==> src/rtl/core/dmlc_pkg.sv <==
// ----------------------------------------------------------------------------
// Door motor and lock controller package
// Shared types and constants for the controller state, the configuration
// registers and one input request.
// ----------------------------------------------------------------------------
`default_nettype none

package dmlc_pkg;

    localparam int unsigned DEBOUNCE_W = 4;
    localparam int unsigned TIMEOUT_W  = 6;
    localparam int unsigned CFG_DATA_W = 6;
    localparam int unsigned CFG_IDX_W  = 2;

    // Request kinds carried in s_tuser.
    localparam logic OP_TICK    = 1'b0;
    localparam logic OP_COMMAND = 1'b1;

    // Configuration register indexes.
    localparam logic [CFG_IDX_W-1:0] REG_DEBOUNCE_LIMIT = 2'd0;
    localparam logic [CFG_IDX_W-1:0] REG_CLOSE_TIMEOUT  = 2'd1;
    localparam logic [CFG_IDX_W-1:0] REG_OPEN_TIMEOUT   = 2'd2;

    localparam logic [DEBOUNCE_W-1:0] DEBOUNCE_LIMIT_RST = 4'd3;
    localparam logic [TIMEOUT_W-1:0]  CLOSE_TIMEOUT_RST  = 6'd40;
    localparam logic [TIMEOUT_W-1:0]  OPEN_TIMEOUT_RST   = 6'd15;

    localparam logic [DEBOUNCE_W-1:0] DEBOUNCE_MAX     = 4'd15;
    localparam logic [TIMEOUT_W-1:0]  OPEN_START_COUNT = 6'd3;
    localparam logic [TIMEOUT_W-1:0]  CLOSE_START_COUNT = 6'd1;

    // Switch level that reads as a closed door.
    localparam logic SWITCH_CLOSED = 1'b0;

    typedef struct packed {
        logic [DEBOUNCE_W-1:0] debounce_limit;
        logic [TIMEOUT_W-1:0]  close_timeout;
        logic [TIMEOUT_W-1:0]  open_timeout;
    } cfg_t;

    typedef struct packed {
        logic operation;
        logic switch_level;
        logic motor_request;
        logic lock_request;
    } item_t;

    typedef struct packed {
        logic [DEBOUNCE_W-1:0] closed_run_count;
        logic                  open_status;
        logic [TIMEOUT_W-1:0]  move_count;
        logic                  closing_flag;
        logic                  lock_pending;
        logic                  pending_lock_value;
        logic                  drive_close;
        logic                  drive_open;
        logic                  lock_line;
    } state_t;

    localparam state_t STATE_RST = '{
        closed_run_count:   '0,
        open_status:        1'b0,
        move_count:         '0,
        closing_flag:       1'b0,
        lock_pending:       1'b0,
        pending_lock_value: 1'b0,
        drive_close:        1'b0,
        drive_open:         1'b0,
        lock_line:          1'b0
    };

endpackage

`default_nettype wire

==> src/rtl/core/dmlc_step.sv <==
// ----------------------------------------------------------------------------
// Door controller step logic
// Computes the next controller state from the current state, the
// configuration and one tick or command request.
// ----------------------------------------------------------------------------
`default_nettype none

module dmlc_step (
    input  wire dmlc_pkg::state_t state_cur,
    input  wire dmlc_pkg::cfg_t   cfg,
    input  wire dmlc_pkg::item_t  item,
    output dmlc_pkg::state_t      state_nxt
);

    dmlc_pkg::state_t                 s;
    logic [dmlc_pkg::TIMEOUT_W:0]     count_inc;

    always_comb begin
        s         = state_cur;
        count_inc = '0;
        if (item.operation == dmlc_pkg::OP_TICK) begin
            if (item.switch_level == dmlc_pkg::SWITCH_CLOSED) begin
                if (s.closed_run_count > cfg.debounce_limit) begin
                    s.open_status = 1'b0;
                end else begin
                    if (s.closed_run_count < dmlc_pkg::DEBOUNCE_MAX) begin
                        s.closed_run_count = s.closed_run_count + 1'b1;
                    end
                    s.open_status = 1'b1;
                end
            end else begin
                s.open_status      = 1'b1;
                s.closed_run_count = '0;
            end

            if (s.closing_flag) begin
                // A closing run ends when the door reads closed.
                if (!s.open_status) begin
                    s.move_count   = '0;
                    s.closing_flag = 1'b0;
                    s.drive_close  = 1'b0;
                    s.drive_open   = 1'b0;
                    if (s.lock_pending) begin
                        s.lock_line    = s.pending_lock_value;
                        s.lock_pending = 1'b0;
                    end
                end
                count_inc = {1'b0, s.move_count} + 1'b1;
                if (count_inc > {1'b0, cfg.close_timeout}) begin
                    s.move_count   = '0;
                    s.closing_flag = 1'b0;
                    s.drive_close  = 1'b0;
                    s.drive_open   = 1'b0;
                end else begin
                    s.move_count = count_inc[dmlc_pkg::TIMEOUT_W-1:0];
                end
            end else if (s.move_count != '0) begin
                count_inc = {1'b0, s.move_count} + 1'b1;
                if (count_inc > {1'b0, cfg.open_timeout}) begin
                    s.move_count  = '0;
                    s.drive_close = 1'b0;
                    s.drive_open  = 1'b0;
                end else begin
                    s.move_count = count_inc[dmlc_pkg::TIMEOUT_W-1:0];
                end
            end
        end else begin
            if (item.motor_request && !s.open_status) begin
                s.lock_line   = item.lock_request;
                s.drive_close = 1'b0;
                s.drive_open  = 1'b1;
                s.move_count  = dmlc_pkg::OPEN_START_COUNT;
            end else if (!item.motor_request && s.open_status) begin
                s.drive_close        = 1'b1;
                s.drive_open         = 1'b0;
                s.move_count         = dmlc_pkg::CLOSE_START_COUNT;
                s.closing_flag       = 1'b1;
                s.lock_pending       = 1'b1;
                s.pending_lock_value = item.lock_request;
            end else begin
                s.lock_line = item.lock_request;
            end
        end
        state_nxt = s;
    end

endmodule

`default_nettype wire

==> src/rtl/core/door_motor_lock_controller.sv <==
// ----------------------------------------------------------------------------
// Door motor and lock controller
// A request is held in the item register, then its result in the output
// register on m_tvalid. Throughput: one request per cycle unless m_tready
// stalls the output. Reset (aresetn low, synchronous) stops the motor, clears
// the lock line, marks the door closed and loads the default limits.
// ----------------------------------------------------------------------------
`default_nettype none

module door_motor_lock_controller (
    input  wire logic                              aclk,
    input  wire logic                              aresetn,

    input  wire logic                              cfg_we,
    input  wire logic [dmlc_pkg::CFG_IDX_W-1:0]    cfg_index,
    input  wire logic [dmlc_pkg::CFG_DATA_W-1:0]   cfg_data,

    input  wire logic                              s_tvalid,
    output logic                                   s_tready,
    input  wire logic [7:0]                        s_tdata,  // switch_level, motor_request,
                                                             // lock_request, zero fill
    input  wire logic                              s_tuser,  // operation

    output logic                                   m_tvalid,
    input  wire logic                              m_tready,
    output logic [7:0]                             m_tdata   // drive_close, drive_open,
                                                             // lock_out, door_is_open, zero fill
);

    dmlc_pkg::cfg_t   cfg_reg;
    dmlc_pkg::item_t  item_reg;
    logic             item_valid_reg;
    dmlc_pkg::state_t state_reg;
    dmlc_pkg::state_t state_next;
    logic             out_valid_reg;
    logic [3:0]       out_bits_reg;
    logic             advance;

    // The step stage moves forward whenever the result register is empty or m_tready takes it.
    assign advance  = !out_valid_reg || m_tready;
    assign s_tready = !item_valid_reg || advance;

    always_ff @(posedge aclk) begin
        if (!aresetn) begin
            cfg_reg.debounce_limit <= dmlc_pkg::DEBOUNCE_LIMIT_RST;
            cfg_reg.close_timeout  <= dmlc_pkg::CLOSE_TIMEOUT_RST;
            cfg_reg.open_timeout   <= dmlc_pkg::OPEN_TIMEOUT_RST;
        end else if (cfg_we) begin
            case (cfg_index)
                dmlc_pkg::REG_DEBOUNCE_LIMIT: begin
                    cfg_reg.debounce_limit <= cfg_data[dmlc_pkg::DEBOUNCE_W-1:0];
                end
                dmlc_pkg::REG_CLOSE_TIMEOUT: begin
                    cfg_reg.close_timeout <= cfg_data[dmlc_pkg::TIMEOUT_W-1:0];
                end
                dmlc_pkg::REG_OPEN_TIMEOUT: begin
                    cfg_reg.open_timeout <= cfg_data[dmlc_pkg::TIMEOUT_W-1:0];
                end
                default: begin
                end
            endcase
        end
    end

    always_ff @(posedge aclk) begin
        if (!aresetn) begin
            item_valid_reg <= 1'b0;
        end else if (s_tready) begin
            item_valid_reg <= s_tvalid;
        end
    end

    always_ff @(posedge aclk) begin
        if (s_tready && s_tvalid) begin
            item_reg.operation     <= s_tuser;
            item_reg.switch_level  <= s_tdata[0];
            item_reg.motor_request <= s_tdata[1];
            item_reg.lock_request  <= s_tdata[2];
        end
    end

    dmlc_step u_step (
        .state_cur (state_reg),
        .cfg       (cfg_reg),
        .item      (item_reg),
        .state_nxt (state_next)
    );

    always_ff @(posedge aclk) begin
        if (!aresetn) begin
            state_reg     <= dmlc_pkg::STATE_RST;
            out_valid_reg <= 1'b0;
        end else if (advance) begin
            out_valid_reg <= item_valid_reg;
            if (item_valid_reg) begin
                state_reg <= state_next;
            end
        end
    end

    always_ff @(posedge aclk) begin
        if (advance && item_valid_reg) begin
            out_bits_reg <= {state_next.open_status, state_next.lock_line,
                             state_next.drive_open, state_next.drive_close};
        end
    end

    assign m_tvalid = out_valid_reg;
    assign m_tdata  = {4'b0000, out_bits_reg};

endmodule

`default_nettype wire
==> config.mk <==
export PLATFORM = sky130hd
export DESIGN_NAME = door_motor_lock_controller
export DESIGN_NICKNAME = d
export VERILOG_FILES = /design/src/rtl/core/dmlc_pkg.sv /design/src/rtl/core/dmlc_step.sv /design/src/rtl/core/door_motor_lock_controller.sv
export SDC_FILE = /design/constraint.sdc
export NUM_CORES = 1
export LEC_CHECK = 0
export ABC_AREA = 1
export BUFFER_PORTS_ARGS = -buffer_cell sky130_fd_sc_hd__buf_2
export CAP_MARGIN = 20
export CORE_ASPECT_RATIO = 0.6
export CORE_MARGIN = 2
export CORE_UTILIZATION = 53
export DETAILED_ROUTE_END_ITERATION = 8
export PLACE_DENSITY = 0.82
export SLEW_MARGIN = 15
export SYNTH_ARGS = -nofsm -noshare
export SYNTH_HDL_FRONTEND = slang
export SYNTH_HIERARCHICAL = 1
export SYNTH_SLANG_ARGS = --single-unit
export TNS_END_PERCENT = 1
==> constraint.sdc <==
create_clock -name aclk -period 2.34 [get_ports aclk]
set_input_delay 0.234 -clock aclk [delete_from_list [all_inputs] [get_ports aclk]]
set_output_delay 0.234 -clock aclk [all_outputs]
set_load 0.05 [all_outputs]
==> Yosys cells after proc, flatten, opt, wreduce, memory -nomap -nowiden <==
Cells that the tools add are included.
{ "op_classes": {"add_sub_neg": 3, "magnitude_cmp": 4, "n_eq_ne": 7, "mux": 29, "n_bitwise": 2, "n_reduce_logical": 24} }
{ "op_table": {"columns": ["cell", "n"], "rows": [
  ["$mux W8", 4],
  ["$mux W6", 5],
  ["$add A6 B1 Y7 const B", 2],
  ["$gt A7 B6 Y1", 2],
  ["$mux W3", 4],
  ["$mux W11", 1],
  ["$mux W2", 5],
  ["$mux W5", 2],
  ["$reduce_and A5 Y1", 2],
  ["$mux W4", 2],
  ["$reduce_and A2 Y1", 4],
  ["$reduce_and A4 Y1", 2],
  ["$mux W1", 6],
  ["$reduce_and A6 Y1", 1],
  ["$reduce_bool A3 Y1", 2],
  ["$reduce_bool A6 Y1", 1],
  ["$add A4 B1 Y4 const B", 1],
  ["$gt A4 B4 Y1", 1],
  ["$logic_and A1 B1 Y1", 4],
  ["$logic_not A1 Y1", 4],
  ["$lt A4 B4 Y1 const B", 1],
  ["$ne A2 B2 Y1 const B", 2],
  ["$ne A3 B1 Y1 const B", 1],
  ["$ne A3 B3 Y1 const B", 1],
  ["other kinds (7)", 9]
]} }
{ "totals": {"reg_bits": 43, "input_bits": 22, "out_inout_bits": 10, "elab_cells": 88} }

==> Logic depth before layout (Yosys ltp) <==
{ "logic_depth": {"depth_word": 13, "mapped_depth": 24, "ltp_nobuf": 24} }

==> Cells and area by module <==
The synthesis kept the hierarchy.
{ "modules_own_cells": {"columns": ["mod", "instances", "cells_each", "area_per_inst_um2", "seq_area_each_um2"], "rows": [
  ["door_motor_lock_controller", 1, 227, 1798.0, 940.9],
  ["dmlc_step", 1, 218, 1192.4, 0.0]
]} }

==> Worst setup path before layout <==
No wires, ideal clock.
{ "synth_timing": {"path_kind": "reg2reg", "startpoint": "reg cfg_reg[15] (netlist name)", "endpoint": "reg state_reg[8] (netlist name)", "setup_ns": 0.064, "arrival_ns": 2.360, "t_required_ns": 2.276, "path_slack_ns": -0.084, "stages_incl_launch_ff": 23, "path_buffers": 0, "synth_period_minus_slack_ns": 2.424, "path_cell_list": "dfxtp_1 > inv_1 > ha_1 > nand2_1 > inv_1 > nand2_1 > nand2_1 > nand3_2 > nand2_1 > inv_1 > ha_1 > a21oi_1 > and2_1 > nand2_1 > nand2_1 > nand3_1 > o21ai_0 > nand2_1 > nand2_1 > inv_1 > nand3_1 > nand2_1 > nor2_1"} }
{ "synth_rtl": {"columns": ["element", "line", "rtl"], "rows": [
  ["start, declared", "door_motor_lock_controller.sv:30", "dmlc_pkg::cfg_t cfg_reg;"],
  ["end signal, assigned", "door_motor_lock_controller.sv:91", "state_reg <= dmlc_pkg::STATE_RST;"],
  ["end signal, assigned", "door_motor_lock_controller.sv:96", "state_reg <= state_next;"],
  ["end, declared", "door_motor_lock_controller.sv:33", "dmlc_pkg::state_t state_reg;"]
]} }

==> results by group <==
Run status
  • Run status: finished, violations left
  • Failing checks: negative setup slack

Setup path
  • Worst setup EP type: flip-flop
  • Critical Path RT: 2580 ps
  • Crit-path most repeated cell: nand2_1
  • CP Data Arrival Time: 2960 ps
  • CP Cell Sequence: inv_2 > ha_4 > nand2_2 > inv_2 > nand2_2 > nand2_2 > nand3_4 > nand2_4 > inv_1 > ha_4 > a21oi_4 > nand2_1 > nand2_1 > nand2_1 > nand2_4 > nand4_4 > nand2_4 > nand3_2 > nand2_1 > inv_1 > nand3_1 > nand2_1 > nor2_1
  • CP startpoint kind: flip-flop
  • Slowest-stage cell, CP: dfxtp_2
  • CP Class: reg -> reg
  • Critical Path Max Stage Delay: 350 ps
  • Top cell family by delay on the critical path: simple AND/OR/NAND/NOR gates
  • CP bufs+invs: 4
  • Max FO, Critical Path: 7

Global route
  • Met1 Use GR: 32.5%
  • Grt total ovfl: 0
  • Global-route wire length before repair: 11900 um
  • Met2 Use GR: 38.9%
  • Vias in the first global route: 2657
  • GR peak layer: met2
  • Total track usage: 23.6%
  • GRT met3 Usage: 4.05%
  • Largest net degree at the start of global routing: 36
  • Initial antenna violation count: 0

Finish
  • Max reg flops: 17
  • N_diodes: 0
  • Commonest non-fill, non-tap cell in the layout: nand2_1
  • Fill count: 458
  • NumNets Final: 530
  • Most frequent cells in the layout: nand2_1, inv_1, nand3_1, nor2_1, buf_4
  • Syn-to-layout area delta: 22.5%
  • Layout cells sized above 1: 27.3%

Synthesis
  • Post-synth EDFFs: 8
  • #FFs+latches synth: 43
  • Synth Area in Adders: 7.95%
  • Synth Warn #: 6
  • Post-Syn Area: 0.00299 sq mm
  • Mapped Avg Cell Area: 6.72 sq um
  • Top_reg_cell synth: dfxtp_1
  • Post-synth cell types: 37
  • Simple-gate share of the synthesized area: 34.5%
  • Fraction of registers with async set/reset: 0%
  • Xor-xnor portion of the synthesized cell area: 2.05%
  • Sequential fraction of the synthesis area: 31.5%
  • Synth Area in Compound Gates: 8.87%
  • Mapped Cells: 445
  • Mux share of post-synthesis cell area: 0.377%
  • Largest family of logic cells by synthesized area: simple AND/OR/NAND/NOR gates

STA
  • Final period utilization: 116%
  • Fin. Hold Viols: 0
  • Slew Limit Fails: 0
  • Worst setup margin: -379 ps
  • Setup_tns: -3460 ps
  • Fmax: 368 MHz
  • Clock skew: 14.6 ps
  • Clock period minus worst slack: 2720 ps
  • Slew HR: 56.0%
  • Least-Margin Pin Slew: 658 ps
  • Unrepaired setup endpoints after global routing: yes
  • Final setup viols: 11

Clocking
  • CTS max path bufs: 2
  • Clock root cell: clkbuf_8
  • CTS H-tree lvls: 2
  • Clock latency on the worst-skew pair: 310 ps
  • CTS buffer count: 5
  • CTS Hold Bufs: 0
  • TritonCTS clock tree: built
  • Sink Count: 43
  • Clk slew on worst S/H paths: 100 ps

Drt
  • First-pass DRT Iterations: 5
  • Residual DRC: 0
  • DRT antenna net count: 0
  • Via count: 2950
  • WL/cell: 13.5 um
  • Drt total wl: 7540 um
  • Initial DRC count: 193
  • Vias per inst: 5.28

Placed design
  • Post-DP HPWL: 5020 um
  • Post-Place Worst Slack: -357 ps
  • RePlAce Congestion: 0.961
  • Buffers on Ports: 22

Die
  • DIE WIDTH: 101 um
  • Row count: 21
  • Top Ports: 32
  • Die Height: 62.2 um
  • Core area: 0.00552 sq mm
  • Initial Utilization: 54.2%
  • Die area: 0.00628 sq mm

Power
  • Leakage: 1.84 nW
  • Max IR drop VDD: 309 uV
  • Pwr per Cell Area: 524 mW/mm^2

Run
  • Maxcap violations: 0

Worst hold path
  • HP Class: in -> reg
[final timing paths]
path / start / to / slack [ps] / depth (start not counted)
max reg2reg: cfg_reg[15]$_SDFFE_PN0P_ / state_reg[11]$_SDFFE_PN0P_ / -380 / 23
min reg2reg: cfg_reg[3]$_SDFFE_PN1P_ / cfg_reg[3]$_SDFFE_PN1P_ / 460 / 2
min: s_tdata[1] / item_reg[1]$_DFFE_PP_ / 100 / 1
max: cfg_reg[15]$_SDFFE_PN0P_ / state_reg[11]$_SDFFE_PN0P_ / -380 / 23
[per-stage QoR]
| step | area (sq um) | hold WS (ps) | total power, W | util [%] | std cells |
|---|---|---|---|---|---|
| floorplan | 3020 | 333 | 0.00120 | - | 448 |
| global route | 3660 | 89.2 | 0.00203 | 66.4 | 559 |
| CTS | 3520 | 98.6 | 0.00185 | 63.8 | 556 |
| finish | 3660 | 104 | 0.00192 | 66.4 | 559 |
| detailed placement | 3280 | 412 | 0.00133 | 59.5 | 547 |
| global placement | 3280 | 410 | 0.00131 | 59.5 | 547 |
[Yosys cell counts (2+ instances only)]
cell	count	area [sq um]
buf_2	8	40.0
nand3_1	45	225
edfxtp_1	8	240
a22oi_1	2	15.0
nor2_2	2	12.5
buf_4	8	60.1
inv_1	76	285
nor2_1	42	158
ha_1	19	238
nand3b_1	2	15.0
nand4_1	10	62.6
nand3_4	2	35.0
a21oi_1	28	140
dfxtp_1	35	701
nor2_4	2	22.5
o22ai_1	2	12.5
inv_2	4	15.0
nand2_2	6	37.5
xor2_1	7	61.3
nor3_1	2	10.0
nand2_1	104	390
o21ai_0	14	70.1
buf_6	3	33.8
[report_power, final]
part / leakage [nW] / switching (W) / internal (W)
sequential: 0.367 / 0.0000381 / 0.000803
combinational: 1.43 / 0.000363 / 0.000229
clock: 0.0418 / 0.000277 / 0.000208
[layout make-up]
| class | instances | area [sq um] | area share [%] |
|---|---|---|---|
| timing repair buffer | 54 | 354 | 9.67 |
| multi-input combinational | 305 | 1880 | 51.4 |
| clock buffer | 5 | 68.8 | 1.88 |
| sequential | 43 | 950 | 25.9 |
| tap | 69 | 86.3 | 2.36 |
| clock inverter | 3 | 20.0 | 0.547 |
| inverter | 80 | 300 | 8.20 |
[metal layers]
| layer | up-vias | wire length, um |
|---|---|---|
| met5 | - | 0 |
| met4 | 0 | 64 |
| met3 | 9 | 428 |
| met2 | 101 | 3570 |
| met1 | 1342 | 3480 |
| li1 | 1498 | - |
[kinds of logic (layout without fill, tap and decap cells)]
group / Yosys count / in the layout
xor gates and xnor gates: 7 / 7
AOI/OAI and AO/OA: 50 / 50
adders and majority gates: 19 / 19
other: 1 / 4
and+or+nand+nor: 224 / 224
DFF: 43 / 43
buffers and inverters: 100 / 142
muxes: 1 / 1
[timing repair]
| item | in CTS | in global routing |
|---|---|---|
| setup buffers | 1 | 3 |
| cloned | 0 | 0 |
| endpoints found under the setup margin | 11 | 12 |
| resized for setup | 31 | 32 |
| pin swaps | 19 | 23 |
(Power assumes the default switching activity.)
